===== src/rtl/icaf_pkg.sv =====
// Package for the IMU complementary attitude filter.
// Holds the fixed-point constants, register codes, shared types and helper functions.
// No dependencies.
package icaf_pkg;

  localparam int CORDIC_STEPS    = 16;
  localparam int ANGLE_FRAC_BITS = 16;

  localparam int IDX_W       = $clog2(CORDIC_STEPS);
  localparam int ANGLE_SHIFT = 32 - ANGLE_FRAC_BITS;
  localparam int BLEND_SHIFT = 16;
  localparam int PRESCALE_SH = 16;

  // CORDIC datapath widths: x grows by the CORDIC gain, z holds Q.32 degrees.
  localparam int XY_W   = 36;
  localparam int Z_W    = 44;
  localparam int ACC_W  = ANGLE_FRAC_BITS + 10;
  localparam int PROD_W = 50;
  localparam int STEP_W = ANGLE_FRAC_BITS + 18;
  localparam int DIFF_W = ((STEP_W > 32) ? STEP_W : 32) + 1;
  localparam int BM_W   = DIFF_W + 17;
  localparam int AM_W   = ACC_W + 18;

  localparam int CFG_IDX_W  = 3;
  localparam int CFG_DATA_W = 32;

  localparam logic [63:0] DEG_PER_RAD_Q32 = 64'd246083499207;

  typedef enum logic [CFG_IDX_W-1:0] {
    REG_OFFSET_X = 3'd0,
    REG_OFFSET_Y = 3'd1,
    REG_OFFSET_Z = 3'd2,
    REG_STEP_GAIN = 3'd3,
    REG_BLEND_WEIGHT = 3'd4
  } cfg_reg_e;

  typedef struct packed {
    logic signed [15:0] offset_x;
    logic signed [15:0] offset_y;
    logic signed [15:0] offset_z;
    logic [31:0]        step_gain;
    logic [15:0]        weight;
  } cfg_t;

  typedef struct packed {
    logic load;
    logic gmul;
    logic gdif;
    logic bmul;
    logic commit;
  } merge_ctl_t;

  // Division by the odd constant 2k+1, used only to build the arctangent table.
  function automatic logic [63:0] odd_div(input logic [63:0] v, input int k);
    case (k)
      0: odd_div = v;
      1: odd_div = v / 3;
      2: odd_div = v / 5;
      3: odd_div = v / 7;
      4: odd_div = v / 9;
      5: odd_div = v / 11;
      6: odd_div = v / 13;
      7: odd_div = v / 15;
      8: odd_div = v / 17;
      9: odd_div = v / 19;
      10: odd_div = v / 21;
      11: odd_div = v / 23;
      12: odd_div = v / 25;
      13: odd_div = v / 27;
      14: odd_div = v / 29;
      15: odd_div = v / 31;
      16: odd_div = v / 33;
      17: odd_div = v / 35;
      18: odd_div = v / 37;
      19: odd_div = v / 39;
      20: odd_div = v / 41;
      21: odd_div = v / 43;
      22: odd_div = v / 45;
      23: odd_div = v / 47;
      24: odd_div = v / 49;
      25: odd_div = v / 51;
      26: odd_div = v / 53;
      27: odd_div = v / 55;
      28: odd_div = v / 57;
      29: odd_div = v / 59;
      30: odd_div = v / 61;
      31: odd_div = v / 63;
      default: odd_div = 64'd0;
    endcase
  endfunction

  // atan(2^-i) in Q.32 degrees from its series, carried with 20 guard bits.
  function automatic logic [63:0] cordic_angle(input int i);
    logic [63:0] kx;
    logic [63:0] sum;
    logic [63:0] term;
    int n;
    kx  = DEG_PER_RAD_Q32 << 20;
    sum = 64'd0;
    if (i == 0) begin
      return 64'd45 << 32;
    end
    for (int k = 0; k < 32; k++) begin
      n = i * (2 * k + 1);
      if (n < 64) begin
        term = odd_div(kx >> n, k);
        if (k % 2 == 1) begin
          sum = sum - term;
        end else begin
          sum = sum + term;
        end
      end
    end
    return (sum + (64'd1 << 19)) >> 20;
  endfunction

  // Divide by 2^s, rounding to nearest with ties away from zero.
  function automatic logic signed [63:0] round_shift(input logic signed [63:0] v,
                                                     input int s);
    logic signed [63:0] half;
    half = 64'sd1 <<< (s - 1);
    if (s == 0) begin
      return v;
    end
    if (!v[63]) begin
      return (v + half) >>> s;
    end
    return -((-v + half) >>> s);
  endfunction

  function automatic logic signed [31:0] sat32(input logic signed [63:0] v);
    if (v > 64'sd2147483647) begin
      return 32'sh7fffffff;
    end
    if (v < -64'sd2147483648) begin
      return 32'sh80000000;
    end
    return v[31:0];
  endfunction

endpackage


===== src/rtl/icaf_lane.sv =====
// One CORDIC lane: atan2(num, den) in degrees, one vectoring step per cycle.
// Depends on icaf_pkg.
module icaf_lane (
  input  logic                               clk,
  input  logic                               load,
  input  logic signed [15:0]                 num,
  input  logic signed [15:0]                 den,
  input  logic                               iter,
  input  logic [icaf_pkg::IDX_W-1:0]         idx,
  output logic signed [icaf_pkg::ACC_W-1:0]  angle
);

  logic signed [icaf_pkg::XY_W-1:0] x;
  logic signed [icaf_pkg::XY_W-1:0] y;
  logic signed [icaf_pkg::Z_W-1:0]  z;
  logic                             zero;
  logic signed [icaf_pkg::XY_W-1:0] num_e;
  logic signed [icaf_pkg::XY_W-1:0] den_e;
  logic signed [icaf_pkg::XY_W-1:0] dx;
  logic signed [icaf_pkg::XY_W-1:0] dy;
  logic signed [icaf_pkg::Z_W-1:0]  tab [icaf_pkg::CORDIC_STEPS];
  logic signed [63:0]               z_rnd;

  for (genvar g = 0; g < icaf_pkg::CORDIC_STEPS; g++) begin : g_tab
    assign tab[g] = icaf_pkg::Z_W'(icaf_pkg::cordic_angle(g));
  end

  assign num_e = icaf_pkg::XY_W'(num);
  assign den_e = icaf_pkg::XY_W'(den);
  assign dx    = y >>> idx;
  assign dy    = x >>> idx;

  always_ff @(posedge clk) begin
    if (load) begin
      zero <= (num == 16'sd0) && (den == 16'sd0);
      if (den < 16'sd0) begin
        // Left half plane: turn the vector by 180 degrees first.
        z <= (num >= 16'sd0) ? (icaf_pkg::Z_W'(180) <<< 32) : -(icaf_pkg::Z_W'(180) <<< 32);
        x <= (-den_e) <<< icaf_pkg::PRESCALE_SH;
        y <= (-num_e) <<< icaf_pkg::PRESCALE_SH;
      end else begin
        z <= '0;
        x <= den_e <<< icaf_pkg::PRESCALE_SH;
        y <= num_e <<< icaf_pkg::PRESCALE_SH;
      end
    end else if (iter) begin
      if (!y[icaf_pkg::XY_W-1]) begin
        x <= x + dx;
        y <= y - dy;
        z <= z + tab[idx];
      end else begin
        x <= x - dx;
        y <= y + dy;
        z <= z - tab[idx];
      end
    end
  end

  assign z_rnd = icaf_pkg::round_shift(64'(z), icaf_pkg::ANGLE_SHIFT);
  assign angle = zero ? '0 : icaf_pkg::ACC_W'(z_rnd);

endmodule


===== config.mk =====
export PLATFORM = sky130hd
export DESIGN_NAME = icaf_lane
export DESIGN_NICKNAME = d
export VERILOG_FILES = /design/src/rtl/icaf_pkg.sv /design/src/rtl/icaf_lane.sv
export SDC_FILE = /design/constraint.sdc
export NUM_CORES = 1
export LEC_CHECK = 0
export ABC_AREA = 1
export BUFFER_PORTS_ARGS = -buffer_cell sky130_fd_sc_hd__buf_2
export CELL_PAD_IN_SITES_DETAIL_PLACEMENT = 1
export CELL_PAD_IN_SITES_GLOBAL_PLACEMENT = 2
export CORE_MARGIN = 5
export CORE_UTILIZATION = 38
export CTS_BUF_LIST = sky130_fd_sc_hd__clkbuf_8
export DETAILED_ROUTE_END_ITERATION = 12
export GPL_TIMING_DRIVEN = 0
export PLACE_DENSITY_LB_ADDON = 0.08
export SETUP_SLACK_MARGIN = 0.1
export SLEW_MARGIN = 20
export SYNTH_ARGS = -nofsm -noshare
export SYNTH_HDL_FRONTEND = slang
export SYNTH_SLANG_ARGS = --single-unit

===== constraint.sdc =====
create_clock -name clk -period 14 [get_ports clk]
set_input_delay 4.2 -clock clk [delete_from_list [all_inputs] [get_ports clk]]
set_output_delay 4.2 -clock clk [all_outputs]
set_load 0.01 [all_outputs]

==> results.tsv, run 1 <==
metric	value	unit
ir_drop	0.000108	V
yosysTopAreaCell	nand2_1	
rows	87	
crit_slowest_cell	clkbuf_1	
synth.area.top_cells	nand2_1 17%, edfxtp_1 16%, nand3_1 11%	
cp.arrival	9.49	ns
drt_iter0_markers	1715	
finalMaxSlewViolations	0	
dieArea	0.0611	mm²
synth_edf_count	117	
clockBufferDepth	2	
period_needed	9.18	ns
fin_skew	0.0379	ns
hold_viol	0	
grt_use_total	0.350	
tightest_slew	1.19	ns
start_util	0.381	
p_switching	0.00405	W
area_delta_synth_final	7.99	%
syn-num-nets	3869	
wl_per_cell	24.1	µm
io_pins	65	
final_nets	3954	
min_from	x[0]	
ys_warn_count	0	
syn_area	0.0214	mm²
route.detailed.drc	0	
max_freq	109	MHz
max_stage_delay	0.78	ns
async_reset_ff_frac	0	
die_x	247	µm
setup_viol	0	
worst_hold_path.num_cells	3	
holdCritPathClass	reg2reg	
cp_cell_sequence	buf_2 > inv_2 > buf_2 > clkbuf_1 > clkbuf_1 > o21ai_0 > o22ai_1 > xnor2_1 > ha_1 > nand2_1 > nor2_1 > inv_1 > nor4_1 > nand3_1 > nand3_1 > nand2_1 > nand2_1 > a21oi_1 > o21ai_0 > nand2_1	
hpwl	92.2	mm
status	finished clean	
grt_max_degree	46	
critPathLaunchType	primary input	
pwr-share-seq	0.156	
grt_pass1_vias	27184	
gp_congestion	0.983	
grt.overflow.total	0	
cts-resized-gates	0	
required	14.32	ns
postCtsSetupRepairBufs	0	
antenna_found_initial	5	
p_sw_frac	0.636	
crit_top_cell	nand2_1	
vias	26774	
ys_ff_latch	117	
die_y	247	µm
final_util	0.412	
timing.rr.end	y[31]	
finalCritPeriodShare	0.655	
slew_headroom	0.204	
maxCapViolations	0	
combPwrFrac	0.790	
whs_endpoint	x[0]	
grt_pass1_wl	162	mm
core-area	0.0561	mm²
leakage	10.7	nW
holdBufCountCts	0	
setup_tns	0	ns
first_pass_iters	8	
reg2reg_slack	7.83	ns
powerDensity	276	mW/mm²
nFillCells	7910	
synth_top_area_share	0.172	
clk_pin_slew	0.09	ns
insertion_delay	0.58	ns
drive_gt1_frac	0.0686	
viasPerCell	5.89	
rsz0062_at_grt	no	
synth.avg_cell_area	5.79	µm²
cts.htree.levels	4	
crit-reg2reg-launch	y[35]	
cts_sinks	117	
port_buffers	64	
power_frac_clock	0.054	
r2r_cells	18	
synth_top_flop_cell	edfxtp_1	
cts_tree	built	
route.final.wire_length	110	mm
cts-root-buf	clkbuf_8	
cts_buffers	17	
seq_area_frac_synth	0.164	
critPathCaptureType	flip-flop	
critPathMaxFanout	10	
crit_type	in2reg	
p_int	0.00232	W
syn_inst	3692	
synth_cell_types	55	
ant_nets	0	
[cells in the final DEF, fill, tap and decap left out, drive strengths merged, types with 53 or more instances in the layout]
| cell type | n |
|---|---|
| buf | 140 |
| inv | 397 |
| o21ai | 276 |
| nor3 | 53 |
| edfxtp | 117 |
| nand3 | 479 |
| clkbuf | 63 |
| xor2 | 71 |
| ha | 135 |
| nand4 | 59 |
| nand2 | 985 |
| a21oi | 303 |
| nor2 | 459 |
[cell type report]
class / count / area, µm² / area share
inverters: 392 / 1470 / 0.0639
diodes: 3 / 7.51 / 0.000325
well taps: 756 / 946 / 0.0410
multi-input cells: 3063 / 15800 / 0.683
clock buffers: 17 / 234 / 0.0101
repair buffers: 66 / 368 / 0.0159
plain buffers: 120 / 628 / 0.0272
flip-flops and latches: 117 / 3510 / 0.152
clock inverters: 15 / 145 / 0.00629
[flip-flops by register name, summed over array words and instances, names as in the netlist]
register  count
x            36
z            44
y            36
zero          1
[worst max-delay path by stage]
stage	start	endpoint	slack, ns	cells past startpoint
3_5_place_dp	idx[1]	z[42]	4.40	27
5_1_grt	idx[1]	z[42]	4.51	27
4_1_cts	idx[1]	z[42]	5.04	27
3_3_place_gp	idx[2]	y[34]	4.57	24
6_report	idx[3]	z[42]	4.82	20
2_1_floorplan	idx[0]	z[43]	6.14	27
[cells in the mapped netlist, types with 7 or more instances]
| cell type | count |
|---|---|
| nor4_1 | 14 |
| ha_1 | 135 |
| nand2_1 | 977 |
| a21o_1 | 16 |
| or2_2 | 13 |
| o21ai_1 | 18 |
| nand3b_1 | 12 |
| buf_1 | 14 |
| buf_6 | 12 |
| xor2_1 | 71 |
| o21ai_0 | 247 |
| and3_1 | 9 |
| a21oi_2 | 7 |
| nand4_1 | 58 |
| nor2_1 | 427 |
| buf_4 | 9 |
| nor3_1 | 49 |
| clkbuf_1 | 45 |
| inv_1 | 373 |
| a31oi_1 | 37 |
| a21boi_0 | 10 |
| inv_2 | 17 |
| xnor2_1 | 40 |
| o21bai_1 | 17 |
| a21oi_1 | 296 |
| o21a_1 | 16 |
| o21ai_2 | 10 |
| nor2_4 | 9 |
| nor2_2 | 23 |
| nand2_2 | 7 |
| o211ai_1 | 15 |
| edfxtp_1 | 117 |
| nand3_1 | 476 |
| o22ai_1 | 14 |
| buf_2 | 39 |
[critical path, delay by kind of cell]
kind / cells / cell delay (ns)
XOR/XNOR: 1 / 0.17
AO/OA/AOI/OAI: 4 / 0.78
AND/OR/NAND/NOR: 8 / 1.64
buffers and inverters: 6 / 2.31
adder cells (fa/ha/maj): 1 / 0.38
[power groups by stage]
stage	clock, W	combinational, W	sequential (W)
2_1_floorplan	0	0.00342	0.000769
3_3_place_gp	0	0.00476	0.000997
3_5_place_dp	0	0.00492	0.000996
4_1_cts	0.000349	0.00495	0.000990
5_1_grt	0.000363	0.00554	0.000990
6_report	0.000342	0.00503	0.000994
[stage by stage]
step | std cells | instance area (µm²) | hold slack [ns] | power (W) | setup slack [ns]
2_1_floorplan | 3692 | 21400 | 0.655 | 0.00419 | 6.14
3_3_place_gp | 4512 | 22600 | 0.757 | 0.00576 | 4.57
3_5_place_dp | 4514 | 22700 | 0.777 | 0.00592 | 4.40
4_1_cts | 4546 | 23100 | 0.794 | 0.00629 | 5.04
5_1_grt | 4547 | 23100 | 0.849 | 0.00689 | 4.51
6_report | 4549 | 23100 | 0.793 | 0.00637 | 4.82
[cells by family after synthesis]
family,Yosys count,synth area share
AOI/OAI and AO/OA,728,0.190
adders and majority gates,138,0.0819
DFF,117,0.164
xor gates and xnor gates,111,0.0455
and+or+nand+nor,2086,0.420
buffers and inverters,512,0.0982
[layer usage]
metal | vias up | wire, µm | part of all wire | global-route usage
met1 | 13004 | 44800 | 0.41 | 0.413
met3 | 285 | 5540 | 0.050 | 0.0467
li1 | 12645 | - | - | -
met5 | - | 0 | 0 | 0
met4 | 0 | 8980 | 0.082 | 0.238
met2 | 840 | 50500 | 0.46 | 0.590
Power figures use the tool's default switching activity.
==> run 2: changes to the inputs <==
--- a/config.mk
+++ b/config.mk
@@ -10,7 +10,7 @@
 export CELL_PAD_IN_SITES_DETAIL_PLACEMENT = 1
 export CELL_PAD_IN_SITES_GLOBAL_PLACEMENT = 2
 export CORE_MARGIN = 5
-export CORE_UTILIZATION = 38
+export CORE_UTILIZATION = 32
 export CTS_BUF_LIST = sky130_fd_sc_hd__clkbuf_8
 export DETAILED_ROUTE_END_ITERATION = 12
 export GPL_TIMING_DRIVEN = 0
==> constraint.sdc (replaced) <==
create_clock -name clk -period 7.6 [get_ports clk]
set_input_delay 2.28 -clock clk [delete_from_list [all_inputs] [get_ports clk]]
set_output_delay 2.28 -clock clk [all_outputs]
set_load 0.01 [all_outputs]
==> run 2 against run 1 <==
Die area grew 18%. Clock power is 88% higher. Sequential cell count stayed put. Critical path depth up 4. Worst hold slack worse by 0.012 ns. Clock skew down 0.014 ns. Register-to-register slack got worse by 6.5 ns. Total power grew 84%. Final cell count increased by 2.4%. Clock-buffer cell count did not move. Sequential share of layout area shrank 0.11 points. Critical path type unchanged. Largest cell class unchanged. Largest power group unchanged. Highest routed layer unchanged.
==> results.tsv, run 2 (same netlist as run 1, synthesis figures left out) <==
metric	value	unit	change
status	finished clean		unchanged
clk_pin_slew	0.09	ns	about the same
die_y	268	µm	was 247 µm
powerDensity	503	mW/mm²	was 276 mW/mm²
p_switching	0.00740	W	was 0.00405 W
rsz0062_at_grt	no		unchanged
final_util	0.352		was 0.412
worst_hold_path.num_cells	3		unchanged
postCtsSetupRepairBufs	0		unchanged
p_sw_frac	0.633		was 0.636
wl_per_cell	23.9	µm	was 24.1 µm
min_from	x[0]		unchanged
hpwl	93.9	mm	was 92.2 mm
seqCellArea	0.00351	mm²	unchanged
design_area	0.0232	mm²	was 0.0231 mm²
holdCritPathClass	reg2reg		unchanged
antenna_found_initial	3		was 5
area_delta_synth_final	8.76	%	was 7.99%
most-common-layout-cells	977 x nand2_1, 476 x nand3_1, 427 x nor2_1, 373 x inv_1, 296 x a21oi_1		unchanged
first_pass_iters	5		was 8
grt_pass1_wl	166	mm	was 162 mm
slew_headroom	0.208		was 0.204
power_frac_clock	0.055		was 0.054
crit_cells	24		was 20
multi_input_area	0.0158	mm²	unchanged
r2r_cells	14		was 18
grt.overflow.total	0		unchanged
critPathCaptureType	flip-flop		unchanged
core-area	0.0660	mm²	was 0.0561 mm²
ant_nets	0		unchanged
start_util	0.324		was 0.381
grt_max_degree	46		unchanged
setup_viol	0		unchanged
insertion_delay	0.55	ns	was 0.58 ns
combPwrFrac	0.788		was 0.790
timing.hold.ws	0.781	ns	was 0.793 ns
crit_type	in2reg		unchanged
period_needed	7.34	ns	
maxCapViolations	0		unchanged
cts-root-buf	clkbuf_8		unchanged
viasPerCell	5.67		was 5.89
hold_viol	0		unchanged
grt_pass1_vias	27244		was 27184
mostFrequentLayoutCell	nand2_1		unchanged
cp.arrival	7.74	ns	was 9.49 ns
route.final.wire_length	111	mm	was 110 mm
path_buf_inv	6		unchanged
nFillCells	8982		was 7910
reg.largest.list	z (44), x (36), y (36)		unchanged
finalCritPeriodShare	0.966		
p_int	0.00429	W	was 0.00232 W
crit_slowest_cell	buf_1		was clkbuf_1
dieArea	0.0720	mm²	was 0.0611 mm²
required	8.00	ns	was 14.32 ns
drt_iter0_markers	1819		was 1715
largest_register_ff_count	44		unchanged
critPathLaunchType	primary input		unchanged
max_stage_delay	0.67	ns	was 0.78 ns
cpLargestDelayFamily	simple AND/OR/NAND/NOR gates		was buffers and inverters
largest-register	z		unchanged
grt_use_total	0.303		was 0.350
cp_cell_sequence	buf_2 > buf_4 > buf_2 > buf_1 > nand3_1 > nand2_1 > nand2_1 > nand2_1 > inv_1 > ha_1 > and3_1 > a21oi_1 > xor2_1 > inv_1 > ha_1 > nand2_1 > nor2_1 > nand2_1 > nor4_1 > o21ai_0 > nand3_1 > xor2_1 > nand2_1 > nand2_1		was buf_2 > inv_2 > buf_2 > clkbuf_1 > clkbuf_1 > o21ai_0 > o22ai_1 > xnor2_1 > ha_1 > nand2_1 > nor2_1 > inv_1 > nor4_1 > nand3_1 > nand3_1 > nand2_1 > nand2_1 > a21oi_1 > o21ai_0 > nand2_1
cts_buffers	17		unchanged
leakage	10.7	nW	about the same
final_nets	3955		was 3954
rows	94		was 87
port_buffers	64		unchanged
tightest_slew	1.19	ns	about the same
io_pins	65		unchanged
max_freq	136	MHz	
vias	26404		was 26774
crit_top_cell	nand2_1		unchanged
pwr-share-seq	0.157		was 0.156
total_power	0.0117	W	was 0.00637 W
clockBufferDepth	2		unchanged
setup_tns	0	ns	unchanged
cts.htree.levels	4		unchanged
cts_sinks	117		unchanged
critPathMaxFanout	10		unchanged
route.detailed.drc	0		unchanged
crit-reg2reg-launch	y[35]		unchanged
fin_skew	0.0238	ns	was 0.0379 ns
die_x	268	µm	was 247 µm
place_area	0.0228	mm²	was 0.0227 mm²
ir_drop	0.000135	V	was 0.000108 V
cp-startpoint	idx[2]		was idx[3]
gp_congestion	0.980		was 0.983
drive_gt1_frac	0.0683		was 0.0686
cts_tree	built		unchanged
finalMaxSlewViolations	0		unchanged
==> run 2: path summary, 6_finish.rpt <==
check	end	slack [ns]
setup reg to reg	z[40]	1.38
setup / recovery	y[34]	0.26
hold / removal	x[0]	0.78
hold reg to reg	x[0]	0.78
==> run 2: worst reg2reg max path: stages (launching register included) <==
cell and delay (ns):
edfxtp_1 0.41, clkbuf_1 0.69, buf_1 0.94, clkbuf_1 0.89, o21ai_0 0.43, fa_1 0.67
nand2_1 0.15, nand2_1 0.06, o21ai_0 0.19, inv_1 0.31, a21oi_1 0.54, nand3b_1 0.19
nand4_1 0.21, o21ai_0 0.23, nand2_1 0.07
==> run 2: power by group through the flow <==
stage	combinational [W]	clock (W)	sequential (W)
floorplan	0.00631	0	0.00142
global placement	0.00891	0	0.00185
detailed placement	0.00910	0	0.00186
CTS	0.00915	0.000663	0.00184
global route	0.0103	0.000685	0.00184
finish	0.00921	0.000642	0.00184
==> run 2: stage by stage <==
stage	std cells	setup slack, ns
2_1_floorplan	3692	1.66
3_3_place_gp	4620	0.0450
3_5_place_dp	4622	0.0308
4_1_cts	4654	0.584
5_1_grt	4656	0.125
6_report	4659	0.259
==> run 2: cell type report <==
cell class                      instances  share of cell area
Sequential cell                       117               0.151
Buffer                                120              0.0271
Tap cell                              864              0.0465
Clock inverter                         15             0.00657
Antenna cell                            4            0.000431
Multi-Input combinational cell       3063               0.678
Inverter                              392              0.0634
Clock buffer                           17              0.0101
Timing Repair Buffer                   67              0.0166
==> run 2: timing repair <==
action	4_1_cts	5_1_grt
endpoints found under the setup margin	0	1
hold buffers	0	0
gates resized for setup	0	1
==> run 2: per-layer routing <==
metal | GRT usage | part of all wire
met1 | 0.370 | 0.42
met4 | 0.155 | 0.059
met3 | 0.0352 | 0.042
met5 | 0 | 0
met2 | 0.528 | 0.48
